### config.mk
export PLATFORM = sky130hd
export DESIGN_NAME = round_robin_run_queue_top
export DESIGN_NICKNAME = d
export VERILOG_FILES = /design/src/rtl/core/rrq_pkg.sv /design/src/rtl/core/rrq_ctrl.sv /design/src/rtl/core/rrq_datapath.sv /design/src/rtl/core/round_robin_run_queue_top.sv
export SDC_FILE = /design/constraint.sdc
export NUM_CORES = 1
export LEC_CHECK = 0
export ABC_CLOCK_PERIOD_IN_PS = 6300
export BUFFER_PORTS_ARGS = -buffer_cell sky130_fd_sc_hd__buf_2
export CORE_MARGIN = 2
export CORE_UTILIZATION = 63
export DETAILED_ROUTE_END_ITERATION = 12
export GPL_TIMING_DRIVEN = 0
export HOLD_SLACK_MARGIN = 0.02
export PLACE_DENSITY = 0.8
export SLEW_MARGIN = 15
export SYNTH_ARGS = -nofsm -noshare
export SYNTH_HDL_FRONTEND = slang
export SYNTH_HIERARCHICAL = 1
export SYNTH_SLANG_ARGS = --single-unit
### constraint.sdc
create_clock -name clk -period 6.3 [get_ports clk]
set_input_delay 0.315 -clock clk [delete_from_list [all_inputs] [get_ports clk]]
set_output_delay 0.315 -clock clk [all_outputs]
set_load 0.02 [all_outputs]
### src/rtl/core/rrq_pkg.sv
// ----------------------------------------------------------------------------
// rrq_pkg
// Shared types and constants of the round-robin run queue.
// ----------------------------------------------------------------------------
package rrq_pkg;

  localparam int TID_W       = 4;
  localparam int NUM_IDS     = 16;
  localparam int SLICE_W     = 16;
  localparam int OP_W        = 3;
  localparam int ST_W        = 2;
  localparam int OUT_CNT_W   = 5;
  localparam int IN_DATA_W   = 8;
  localparam int OUT_DATA_W  = 16;

  localparam logic [SLICE_W-1:0] SLICE_RESET = 16'd100;

  localparam logic [OP_W-1:0] OP_ENQ   = 3'd0;
  localparam logic [OP_W-1:0] OP_DEQ   = 3'd1;
  localparam logic [OP_W-1:0] OP_TICK  = 3'd2;
  localparam logic [OP_W-1:0] OP_YIELD = 3'd3;

  localparam logic [ST_W-1:0] ST_OK     = 2'd0;
  localparam logic [ST_W-1:0] ST_DUP    = 2'd1;
  localparam logic [ST_W-1:0] ST_ABSENT = 2'd2;

  typedef struct packed {
    logic            load;
    logic            set_flags;
    logic [ST_W-1:0] flag_status;
    logic            flag_resched;
    logic            slice_reload;
    logic            slice_dec;
    logic            member_set;
    logic            member_clr;
    logic            scan_init;
    logic            shift_init;
    logic            scan_step;
    logic            shift_step;
    logic            wr_tail_new;
    logic            wr_tail_move;
    logic            wr_head;
    logic            cnt_inc;
    logic            cnt_dec;
    logic            rd_head;
    logic            out_load;
  } rrq_cmd_t;

  typedef struct packed {
    logic [OP_W-1:0] op;
    logic            tid_ok;
    logic            hit;
    logic            full;
    logic            cnt_gt1;
    logic            slice_le1;
    logic            at_head;
    logic            wakeup;
    logic            walk_done;
    logic            out_busy;
  } rrq_stat_t;

endpackage

### src/rtl/core/rrq_ctrl.sv
// ----------------------------------------------------------------------------
// rrq_ctrl
// Controller of the run queue: decodes each word and sequences the datapath.
// ----------------------------------------------------------------------------
module rrq_ctrl (
  input  logic              clk,
  input  logic              rst,
  input  logic              s_tvalid,
  output logic              s_tready,
  input  rrq_pkg::rrq_stat_t stat,
  output rrq_pkg::rrq_cmd_t  cmd
);
  import rrq_pkg::*;

  localparam logic [2:0] S_IDLE   = 3'd0;
  localparam logic [2:0] S_DECIDE = 3'd1;
  localparam logic [2:0] S_SCAN   = 3'd2;
  localparam logic [2:0] S_SHIFT  = 3'd3;
  localparam logic [2:0] S_HEADRD = 3'd4;
  localparam logic [2:0] S_RESULT = 3'd5;

  logic [2:0] state;
  logic [2:0] state_next;

  assign s_tready = (state == S_IDLE);

  always_comb begin
    cmd        = '0;
    state_next = state;
    case (state)
      S_IDLE: begin
        if (s_tvalid) begin
          cmd.load   = 1'b1;
          state_next = S_DECIDE;
        end
      end
      S_DECIDE: begin
        cmd.set_flags = 1'b1;
        cmd.flag_status = ST_OK;
        state_next = S_HEADRD;
        if (stat.op inside {OP_ENQ, OP_DEQ, OP_TICK, OP_YIELD}) begin
          if (!stat.tid_ok) begin
            cmd.flag_status = ST_ABSENT;
          end else if (stat.op == OP_ENQ) begin
            if (stat.hit || stat.full) begin
              cmd.flag_status = ST_DUP;
            end else begin
              cmd.slice_reload = stat.wakeup;
              cmd.member_set   = 1'b1;
              if (stat.at_head) begin
                cmd.shift_init = 1'b1;
                state_next     = S_SHIFT;
              end else begin
                cmd.wr_tail_new = 1'b1;
                cmd.cnt_inc     = 1'b1;
              end
            end
          end else if (!stat.hit) begin
            cmd.flag_status = ST_ABSENT;
          end else if (stat.op == OP_DEQ) begin
            cmd.member_clr = 1'b1;
            cmd.scan_init  = 1'b1;
            state_next     = S_SCAN;
          end else if (stat.op == OP_YIELD) begin
            cmd.scan_init = 1'b1;
            state_next    = S_SCAN;
          end else if (stat.slice_le1) begin
            cmd.slice_reload = 1'b1;
            if (stat.cnt_gt1) begin
              cmd.flag_resched = 1'b1;
              cmd.scan_init    = 1'b1;
              state_next       = S_SCAN;
            end
          end else begin
            cmd.slice_dec = 1'b1;
          end
        end
      end
      S_SCAN: begin
        if (stat.walk_done) begin
          if (stat.op == OP_DEQ) begin
            cmd.cnt_dec = 1'b1;
          end else begin
            cmd.wr_tail_move = 1'b1;
          end
          state_next = S_HEADRD;
        end else begin
          cmd.scan_step = 1'b1;
        end
      end
      S_SHIFT: begin
        if (stat.walk_done) begin
          cmd.wr_head = 1'b1;
          cmd.cnt_inc = 1'b1;
          state_next  = S_HEADRD;
        end else begin
          cmd.shift_step = 1'b1;
        end
      end
      S_HEADRD: begin
        cmd.rd_head = 1'b1;
        state_next  = S_RESULT;
      end
      S_RESULT: begin
        if (!stat.out_busy) begin
          cmd.out_load = 1'b1;
          state_next   = S_IDLE;
        end
      end
      default: begin
        state_next = S_IDLE;
      end
    endcase
  end

  always_ff @(posedge clk) begin
    if (rst) begin
      state <= S_IDLE;
    end else begin
      state <= state_next;
    end
  end

endmodule

### src/rtl/core/rrq_datapath.sv
// ----------------------------------------------------------------------------
// rrq_datapath
// Queue order memory, membership, slice counters and the result register.
// ----------------------------------------------------------------------------
module rrq_datapath #(
  parameter int MAX_TASKS = 16
) (
  input  logic                              clk,
  input  logic                              rst,
  input  logic [rrq_pkg::IN_DATA_W-1:0]     s_tdata,
  input  logic [rrq_pkg::OP_W-1:0]          s_tuser,
  input  logic                              cfg_wr_en,
  input  logic [rrq_pkg::SLICE_W-1:0]       cfg_wr_data,
  input  rrq_pkg::rrq_cmd_t                 cmd,
  output rrq_pkg::rrq_stat_t                stat,
  output logic                              m_tvalid,
  input  logic                              m_tready,
  output logic [rrq_pkg::OUT_DATA_W-1:0]    m_tdata
);
  import rrq_pkg::*;

  localparam int IDX_W = (MAX_TASKS > 1) ? $clog2(MAX_TASKS) : 1;
  localparam int CNT_W = $clog2(MAX_TASKS + 1);

  logic [TID_W-1:0]   order_mem [MAX_TASKS];
  logic [TID_W-1:0]   rd_data;
  logic               rd_en;
  logic [IDX_W-1:0]   rd_addr;
  logic               wr_en;
  logic [IDX_W-1:0]   wr_addr;
  logic [TID_W-1:0]   wr_data;

  logic [SLICE_W-1:0] slice_ticks;
  logic [SLICE_W-1:0] slice_left [NUM_IDS];
  logic [NUM_IDS-1:0] member_bits;
  logic [CNT_W-1:0]   task_count;

  logic [OP_W-1:0]    op;
  logic [TID_W-1:0]   tid;
  logic               at_head;
  logic               wakeup;
  logic [ST_W-1:0]    status;
  logic               resched;

  logic [IDX_W-1:0]   ptr;
  logic [IDX_W-1:0]   pidx;
  logic               run;
  logic               pv;
  logic               found;
  logic               issue;
  logic [IDX_W-1:0]   count_idx;
  logic [IDX_W-1:0]   count_m1;
  logic               head_valid;

  assign count_idx = IDX_W'(task_count);
  assign count_m1  = IDX_W'(task_count - 1'b1);
  assign issue     = (cmd.scan_step || cmd.shift_step) && run;
  assign rd_en     = issue || cmd.rd_head;
  assign rd_addr   = cmd.rd_head ? '0 : ptr;

  always_comb begin
    wr_en   = 1'b0;
    wr_addr = '0;
    wr_data = tid;
    if (cmd.scan_step && pv && found) begin
      wr_en   = 1'b1;
      wr_addr = IDX_W'(pidx - 1'b1);
      wr_data = rd_data;
    end else if (cmd.shift_step && pv) begin
      wr_en   = 1'b1;
      wr_addr = IDX_W'(pidx + 1'b1);
      wr_data = rd_data;
    end else if (cmd.wr_tail_new) begin
      wr_en   = 1'b1;
      wr_addr = count_idx;
    end else if (cmd.wr_tail_move) begin
      wr_en   = 1'b1;
      wr_addr = count_m1;
    end else if (cmd.wr_head) begin
      wr_en   = 1'b1;
      wr_addr = '0;
    end
  end

  always_ff @(posedge clk) begin
    if (wr_en) begin
      order_mem[wr_addr] <= wr_data;
    end
    if (rd_en) begin
      rd_data <= order_mem[rd_addr];
    end
  end

  always_ff @(posedge clk) begin
    pv <= issue;
    if (cmd.scan_init) begin
      ptr   <= '0;
      run   <= 1'b1;
      found <= 1'b0;
    end else if (cmd.shift_init) begin
      ptr   <= count_m1;
      run   <= (task_count != '0);
      found <= 1'b0;
    end else begin
      if (cmd.scan_step && pv && !found && (rd_data == tid)) begin
        found <= 1'b1;
      end
      if (issue) begin
        pidx <= ptr;
        if (cmd.scan_step) begin
          if (ptr == count_m1) begin
            run <= 1'b0;
          end else begin
            ptr <= ptr + 1'b1;
          end
        end else begin
          if (ptr == '0) begin
            run <= 1'b0;
          end else begin
            ptr <= ptr - 1'b1;
          end
        end
      end
    end
  end

  always_ff @(posedge clk) begin
    if (cmd.load) begin
      op      <= s_tuser;
      tid     <= s_tdata[TID_W-1:0];
      at_head <= s_tdata[TID_W];
      wakeup  <= s_tdata[TID_W+1];
    end
    if (cmd.set_flags) begin
      status  <= cmd.flag_status;
      resched <= cmd.flag_resched;
    end
  end

  always_ff @(posedge clk) begin
    if (rst) begin
      slice_ticks <= SLICE_RESET;
      member_bits <= '0;
      task_count  <= '0;
      for (int i = 0; i < NUM_IDS; i++) begin
        slice_left[i] <= '0;
      end
    end else begin
      if (cfg_wr_en) begin
        slice_ticks <= cfg_wr_data;
      end
      if (cmd.member_set) begin
        member_bits[tid] <= 1'b1;
      end else if (cmd.member_clr) begin
        member_bits[tid] <= 1'b0;
      end
      if (cmd.cnt_inc) begin
        task_count <= task_count + 1'b1;
      end else if (cmd.cnt_dec) begin
        task_count <= task_count - 1'b1;
      end
      if (cmd.slice_reload) begin
        slice_left[tid] <= slice_ticks;
      end else if (cmd.slice_dec) begin
        slice_left[tid] <= slice_left[tid] - 1'b1;
      end
    end
  end

  always_comb begin
    stat.op        = op;
    stat.tid_ok    = (int'(tid) < MAX_TASKS);
    stat.hit       = member_bits[tid];
    stat.full      = (int'(task_count) >= MAX_TASKS);
    stat.cnt_gt1   = (task_count > CNT_W'(1));
    stat.slice_le1 = (slice_left[tid] <= SLICE_W'(1));
    stat.at_head   = at_head;
    stat.wakeup    = wakeup;
    stat.walk_done = !run && !pv;
    stat.out_busy  = m_tvalid && !m_tready;
  end

  assign head_valid = (task_count != '0);

  always_ff @(posedge clk) begin
    if (rst) begin
      m_tvalid <= 1'b0;
    end else if (cmd.out_load) begin
      m_tvalid <= 1'b1;
    end else if (m_tready) begin
      m_tvalid <= 1'b0;
    end
  end

  always_ff @(posedge clk) begin
    if (cmd.out_load) begin
      m_tdata <= {3'b000, status, resched, OUT_CNT_W'(task_count),
                  head_valid ? rd_data : {TID_W{1'b0}}, head_valid};
    end
  end

endmodule

### src/rtl/core/round_robin_run_queue_top.sv
// ----------------------------------------------------------------------------
// round_robin_run_queue_top
// Round-robin run queue of task numbers with a time slice per task.
// ----------------------------------------------------------------------------
// Each input word is one scheduler operation and returns one result word.
// A dequeue, a yield, a rotating tick and a head enqueue walk the queue order
// memory through its single read and write port, one entry per cycle; a pick,
// a tail enqueue, a tick that does not rotate and any rejected operation do
// not walk. One word is in work at a time. The next word is accepted once the
// result is registered, even while that result waits. A result that still
// waits when the next one is ready holds the controller until it is taken.
module round_robin_run_queue_top #(
  parameter int MAX_TASKS = 16
) (
  input  logic                           clk,
  input  logic                           rst,
  input  logic                           s_tvalid,
  output logic                           s_tready,
  // task_id[3:0], at_head[4], wakeup[5], zero[7:6]
  input  logic [rrq_pkg::IN_DATA_W-1:0]  s_tdata,
  // opcode[2:0]
  input  logic [rrq_pkg::OP_W-1:0]       s_tuser,
  output logic                           m_tvalid,
  input  logic                           m_tready,
  // picked_valid[0], picked_task[4:1], queue_count[9:5], resched[10],
  // status[12:11], zero[15:13]
  output logic [rrq_pkg::OUT_DATA_W-1:0] m_tdata,
  input  logic                           cfg_wr_en,
  input  logic [rrq_pkg::SLICE_W-1:0]    cfg_wr_data
);
  import rrq_pkg::*;

  rrq_cmd_t  cmd;
  rrq_stat_t stat;

  rrq_ctrl u_ctrl (
    .clk      (clk),
    .rst      (rst),
    .s_tvalid (s_tvalid),
    .s_tready (s_tready),
    .stat     (stat),
    .cmd      (cmd)
  );

  rrq_datapath #(
    .MAX_TASKS (MAX_TASKS)
  ) u_datapath (
    .clk         (clk),
    .rst         (rst),
    .s_tdata     (s_tdata),
    .s_tuser     (s_tuser),
    .cfg_wr_en   (cfg_wr_en),
    .cfg_wr_data (cfg_wr_data),
    .cmd         (cmd),
    .stat        (stat),
    .m_tvalid    (m_tvalid),
    .m_tready    (m_tready),
    .m_tdata     (m_tdata)
  );

`ifndef SYNTHESIS
  a_accept_busy: assert property (@(posedge clk) disable iff (rst)
    (s_tvalid && s_tready) |=> !s_tready)
    else $error("run queue accepted a word while busy");

  a_count_bound: assert property (@(posedge clk) disable iff (rst)
    m_tvalid |-> (int'(m_tdata[9:5]) <= MAX_TASKS))
    else $error("queue count above capacity");

  a_valid_count: assert property (@(posedge clk) disable iff (rst)
    m_tvalid |-> (m_tdata[0] == (m_tdata[9:5] != 5'd0)))
    else $error("picked_valid disagrees with queue count");

  a_resched_ok: assert property (@(posedge clk) disable iff (rst)
    (m_tvalid && m_tdata[10]) |-> (m_tdata[12:11] == ST_OK))
    else $error("reschedule flagged on a rejected operation");
`endif

endmodule
==> impl_metrics.json <==
{
  "status": "finished clean",
  "ys_top_cells_by_area": "edfxtp_1 (57%), mux4_2 (8.6%), nor2_1 (5.8%), dfxtp_1 (5.6%), mux2i_1 (2.6%)",
  "fmax_mhz": 166,
  "synth_warnings": 6,
  "cts_buffer_depth": 3,
  "placed_cell_area_sq_um": 19300,
  "peakVddDrop_uv": 316,
  "numCtsBuffers": 41,
  "antenna_cells": 0,
  "grt-ovfl-total": 0,
  "grt_max_degree": 20,
  "ios": 50,
  "postRouteAntennaNets": 0,
  "post-route-cell-area_sq_um": 20800,
  "cellPowerDensity_nw_per_um2": 314,
  "period_needed_ns": 6.02,
  "reg2regPathDepth": 18,
  "postSynthAreaPerCell_sq_um": 13.4,
  "finalHoldViolations": 0,
  "ys.flop_type": "edfxtp_1",
  "required_ns": 6.55,
  "cts_sinks": 405,
  "slew_headroom_pct": 38.2,
  "gp_congestion": 0.891,
  "yosysSeqAreaShare_pct": 62.8,
  "dieWidth_um": 176,
  "cp-end-kind": "flip-flop",
  "area_growth_pct": 12.3,
  "finClkSkew_ns": 0.0204,
  "cts.clk_slew.worst_paths_ns": 0.06,
  "yosysUniqueCellTypes": 72,
  "cts_tree": "yes",
  "final_common_cell": "edfxtp_1",
  "hold_class": "input port to flip-flop",
  "rrSetupSlack_ns": 0.28,
  "port_buffers": 43,
  "r2r_end": "u_datapath/slice_left[8][6]",
  "nets": 1530,
  "grt.total_usage_pct": 31.2,
  "drt_pass1_iterations": 6,
  "cts_root_buf": "clkbuf_16",
  "drc": 0,
  "core_area_sq_um": 28900,
  "setup_viol_count_final": 0,
  "grt_pass1_vias": 12400,
  "post_drt_via_cell_ratio": 6.48,
  "setup.worst_path.end": "u_datapath/slice_left[8][6]",
  "drt_iter0_markers": 1566,
  "synth_top_area_cell": "edfxtp_1",
  "layout_common_cells": "edfxtp_1 (353), nor2_1 (288), clkbuf_1 (73)",
  "h-tree-depth": 2,
  "dp.cells": 1814,
  "nFillCells": 1910,
  "power.leakage_nw": 7.23,
  "start_util_pct": 64.3,
  "crit_type": "flip-flop to flip-flop",
  "rsz0062_at_grt": "no",
  "antenna_found_initial": 0,
  "ys_ff_latch": 405,
  "final_max_slew_viol_count": 0,
  "drv_cap": 0,
  "min_period_over_period_pct": 95.5,
  "fin_total_pwr_mw": 6.53,
  "cp_max_fo": 10,
  "grt_pass1_wl_um": 71000,
  "routed_wl_um": 47700,
  "die-height_um": 176,
  "start_kind": "flip-flop",
  "fp-row-count": 62,
  "synthCells": 1385,
  "cp.arrival_ns": 6.27,
  "netlist_area_sq_um": 18500,
  "layout-drive-gt1-share_pct": 17.9,
  "num_vias": 12300,
  "synth_top_area_share_pct": 57.2,
  "postSynth.asyncResetShare_pct": 0,
  "worstMarginPinSlew_ns": 0.903,
  "insertion_delay_ns": 0.53,
  "fin_cells": 1901,
  "dp_hpwl_um": 31900,
  "synth_edf_count": 353,
  "wl_per_cell_um": 25.1,
  "fp.dieArea_sq_um": 30800
}
-- cells by family (layout without fill, tap and decap cells) --
group / after synthesis / count (layout) / share of synthesized area (%)
compound gates: 156 / 156 / 5.93
xor+xnor: 29 / 29 / 1.37
fa+ha+maj: 11 / 11 / 0.783
buf+inv: 115 / 245 / 3.07
flops: 405 / 405 / 62.8
mux: 141 / 141 / 12.8
other cells: 2 / 4 / 0.0405
simple gates: 526 / 526 / 13.2
-- flip-flops by register name (all words and copies together) (netlist names), named ones only --
name and flops:
u_datapath/slice_left 256, u_datapath/order_mem 64, u_datapath/slice_ticks 16, u_datapath/m_tdata 13
u_datapath/task_count 5, u_datapath/pidx 4, u_datapath/ptr 4, u_datapath/rd_data 4
u_datapath/tid 4, u_ctrl/state 3, u_datapath/op 3, u_datapath/status 2
u_datapath/at_head 1, u_datapath/found 1, u_datapath/m_tvalid 1, u_datapath/pv 1
u_datapath/resched 1, u_datapath/run 1, u_datapath/wakeup 1
-- stage by stage --
step	setup WS (ns)	util, %	setup TNS (ns)	hold WS, ns
4_1_cts	0.0527	71.8	0	0.0214
5_1_grt	0.0442	72.1	0	0.0400
3_3_place_gp	-0.690	66.7	-136.57	0.411
6_report	0.282	72.1	0	0.0264
3_5_place_dp	-0.913	66.7	-201.51	0.410
2_1_floorplan	1.45	-	0	0.384
-- worst max-delay path, cell delays in order (launching register included) --
cell	delay (ns)
dfxtp_1	0.33
buf_6	0.17
buf_12	0.19
buf_8	0.20
buf_6	0.23
buf_2	0.42
mux4_2	0.56
mux2i_1	0.39
mux2_2	0.31
ha_1	0.25
nor2_1	0.09
nor4_4	0.47
inv_1	0.08
o22ai_1	0.28
nor3b_2	0.16
buf_1	0.36
mux2i_1	0.63
clkbuf_1	0.49
nor2_1	0.10
-- final cells by class --
class                           instances  area, sq um  area share (%)
Buffer                                 99          514            2.47
Clock buffer                           59         1170            5.61
Clock inverter                         14          118           0.565
Inverter                               15         56.3           0.270
Multi-Input combinational cell        867         6480            31.1
Sequential cell                       405        11600            55.9
Tap cell                              384          480            2.31
Timing Repair Buffer                   58          365            1.75
-- how the worst min path moves through the flow --
stage                     slack (ns)                      from                    endpoint  cells past startpoint
after detailed placement        0.41        u_datapath/resched      u_datapath/m_tdata[10]                      0
after CTS                       0.02           cfg_wr_data[11]  u_datapath/slice_ticks[11]                      3
final                           0.03           cfg_wr_data[11]  u_datapath/slice_ticks[11]                      3
after floorplan                 0.38                       rst             u_ctrl/state[0]                      1
after global routing            0.04           cfg_wr_data[10]  u_datapath/slice_ticks[10]                      3
after global placement          0.41  u_datapath/task_count[2]       u_datapath/m_tdata[7]                      0
-- power breakdown --
part	internal, mW	switching, mW	leakage [nW]
clock network	1.37	0.958	0.630
logic	0.459	0.666	2.64
registers	3.03	0.0559	3.96
-- routing by layer --
| metal | up-vias | share of wire, % | track usage (%) |
|---|---|---|---|
| li1 | 5365 | - | - |
| met5 | - | 0 | 0 |
| met1 | 6041 | 35 | 37.7 |
| met2 | 733 | 52 | 54.9 |
| met3 | 171 | 8.0 | 4.24 |
| met4 | 0 | 5.5 | 16.2 |
-- timing repair --
action	4_1_cts	5_1_grt
buffers inserted	0	0
hold buffers	15	0
gates resized for setup	13	29
setup endpoints to repair	413	365
hold endpoints to repair	15	0
-- cell usage after synthesis (3+ instances only) --
cell type and n:
o21ai_1 3, ha_1 10, mux4_2 71, xnor2_1 13, nor2_1 288, dfxtp_1 52
and2_1 8, buf_1 8, a22o_1 6, nor2b_1 12, buf_6 4, inv_1 15
nand3b_1 3, o22ai_1 10, xor2_1 16, nor3_1 56, o21ai_0 21, buf_2 11
nand3_1 5, a22oi_1 34, mux2i_1 48, mux4_1 3, o21bai_1 3, a211oi_1 21
nor2_4 10, edfxtp_1 353, or2_2 3, a221oi_1 7, mux2_2 18, a21oi_1 25
a31oi_1 3, buf_4 9, clkbuf_1 64, nand2b_1 31, a211o_1 6, nand4_1 5
buf_12 3, nand2_1 73, nor4_1 9
No activity file was read; power rests on OpenSTA's default activity.
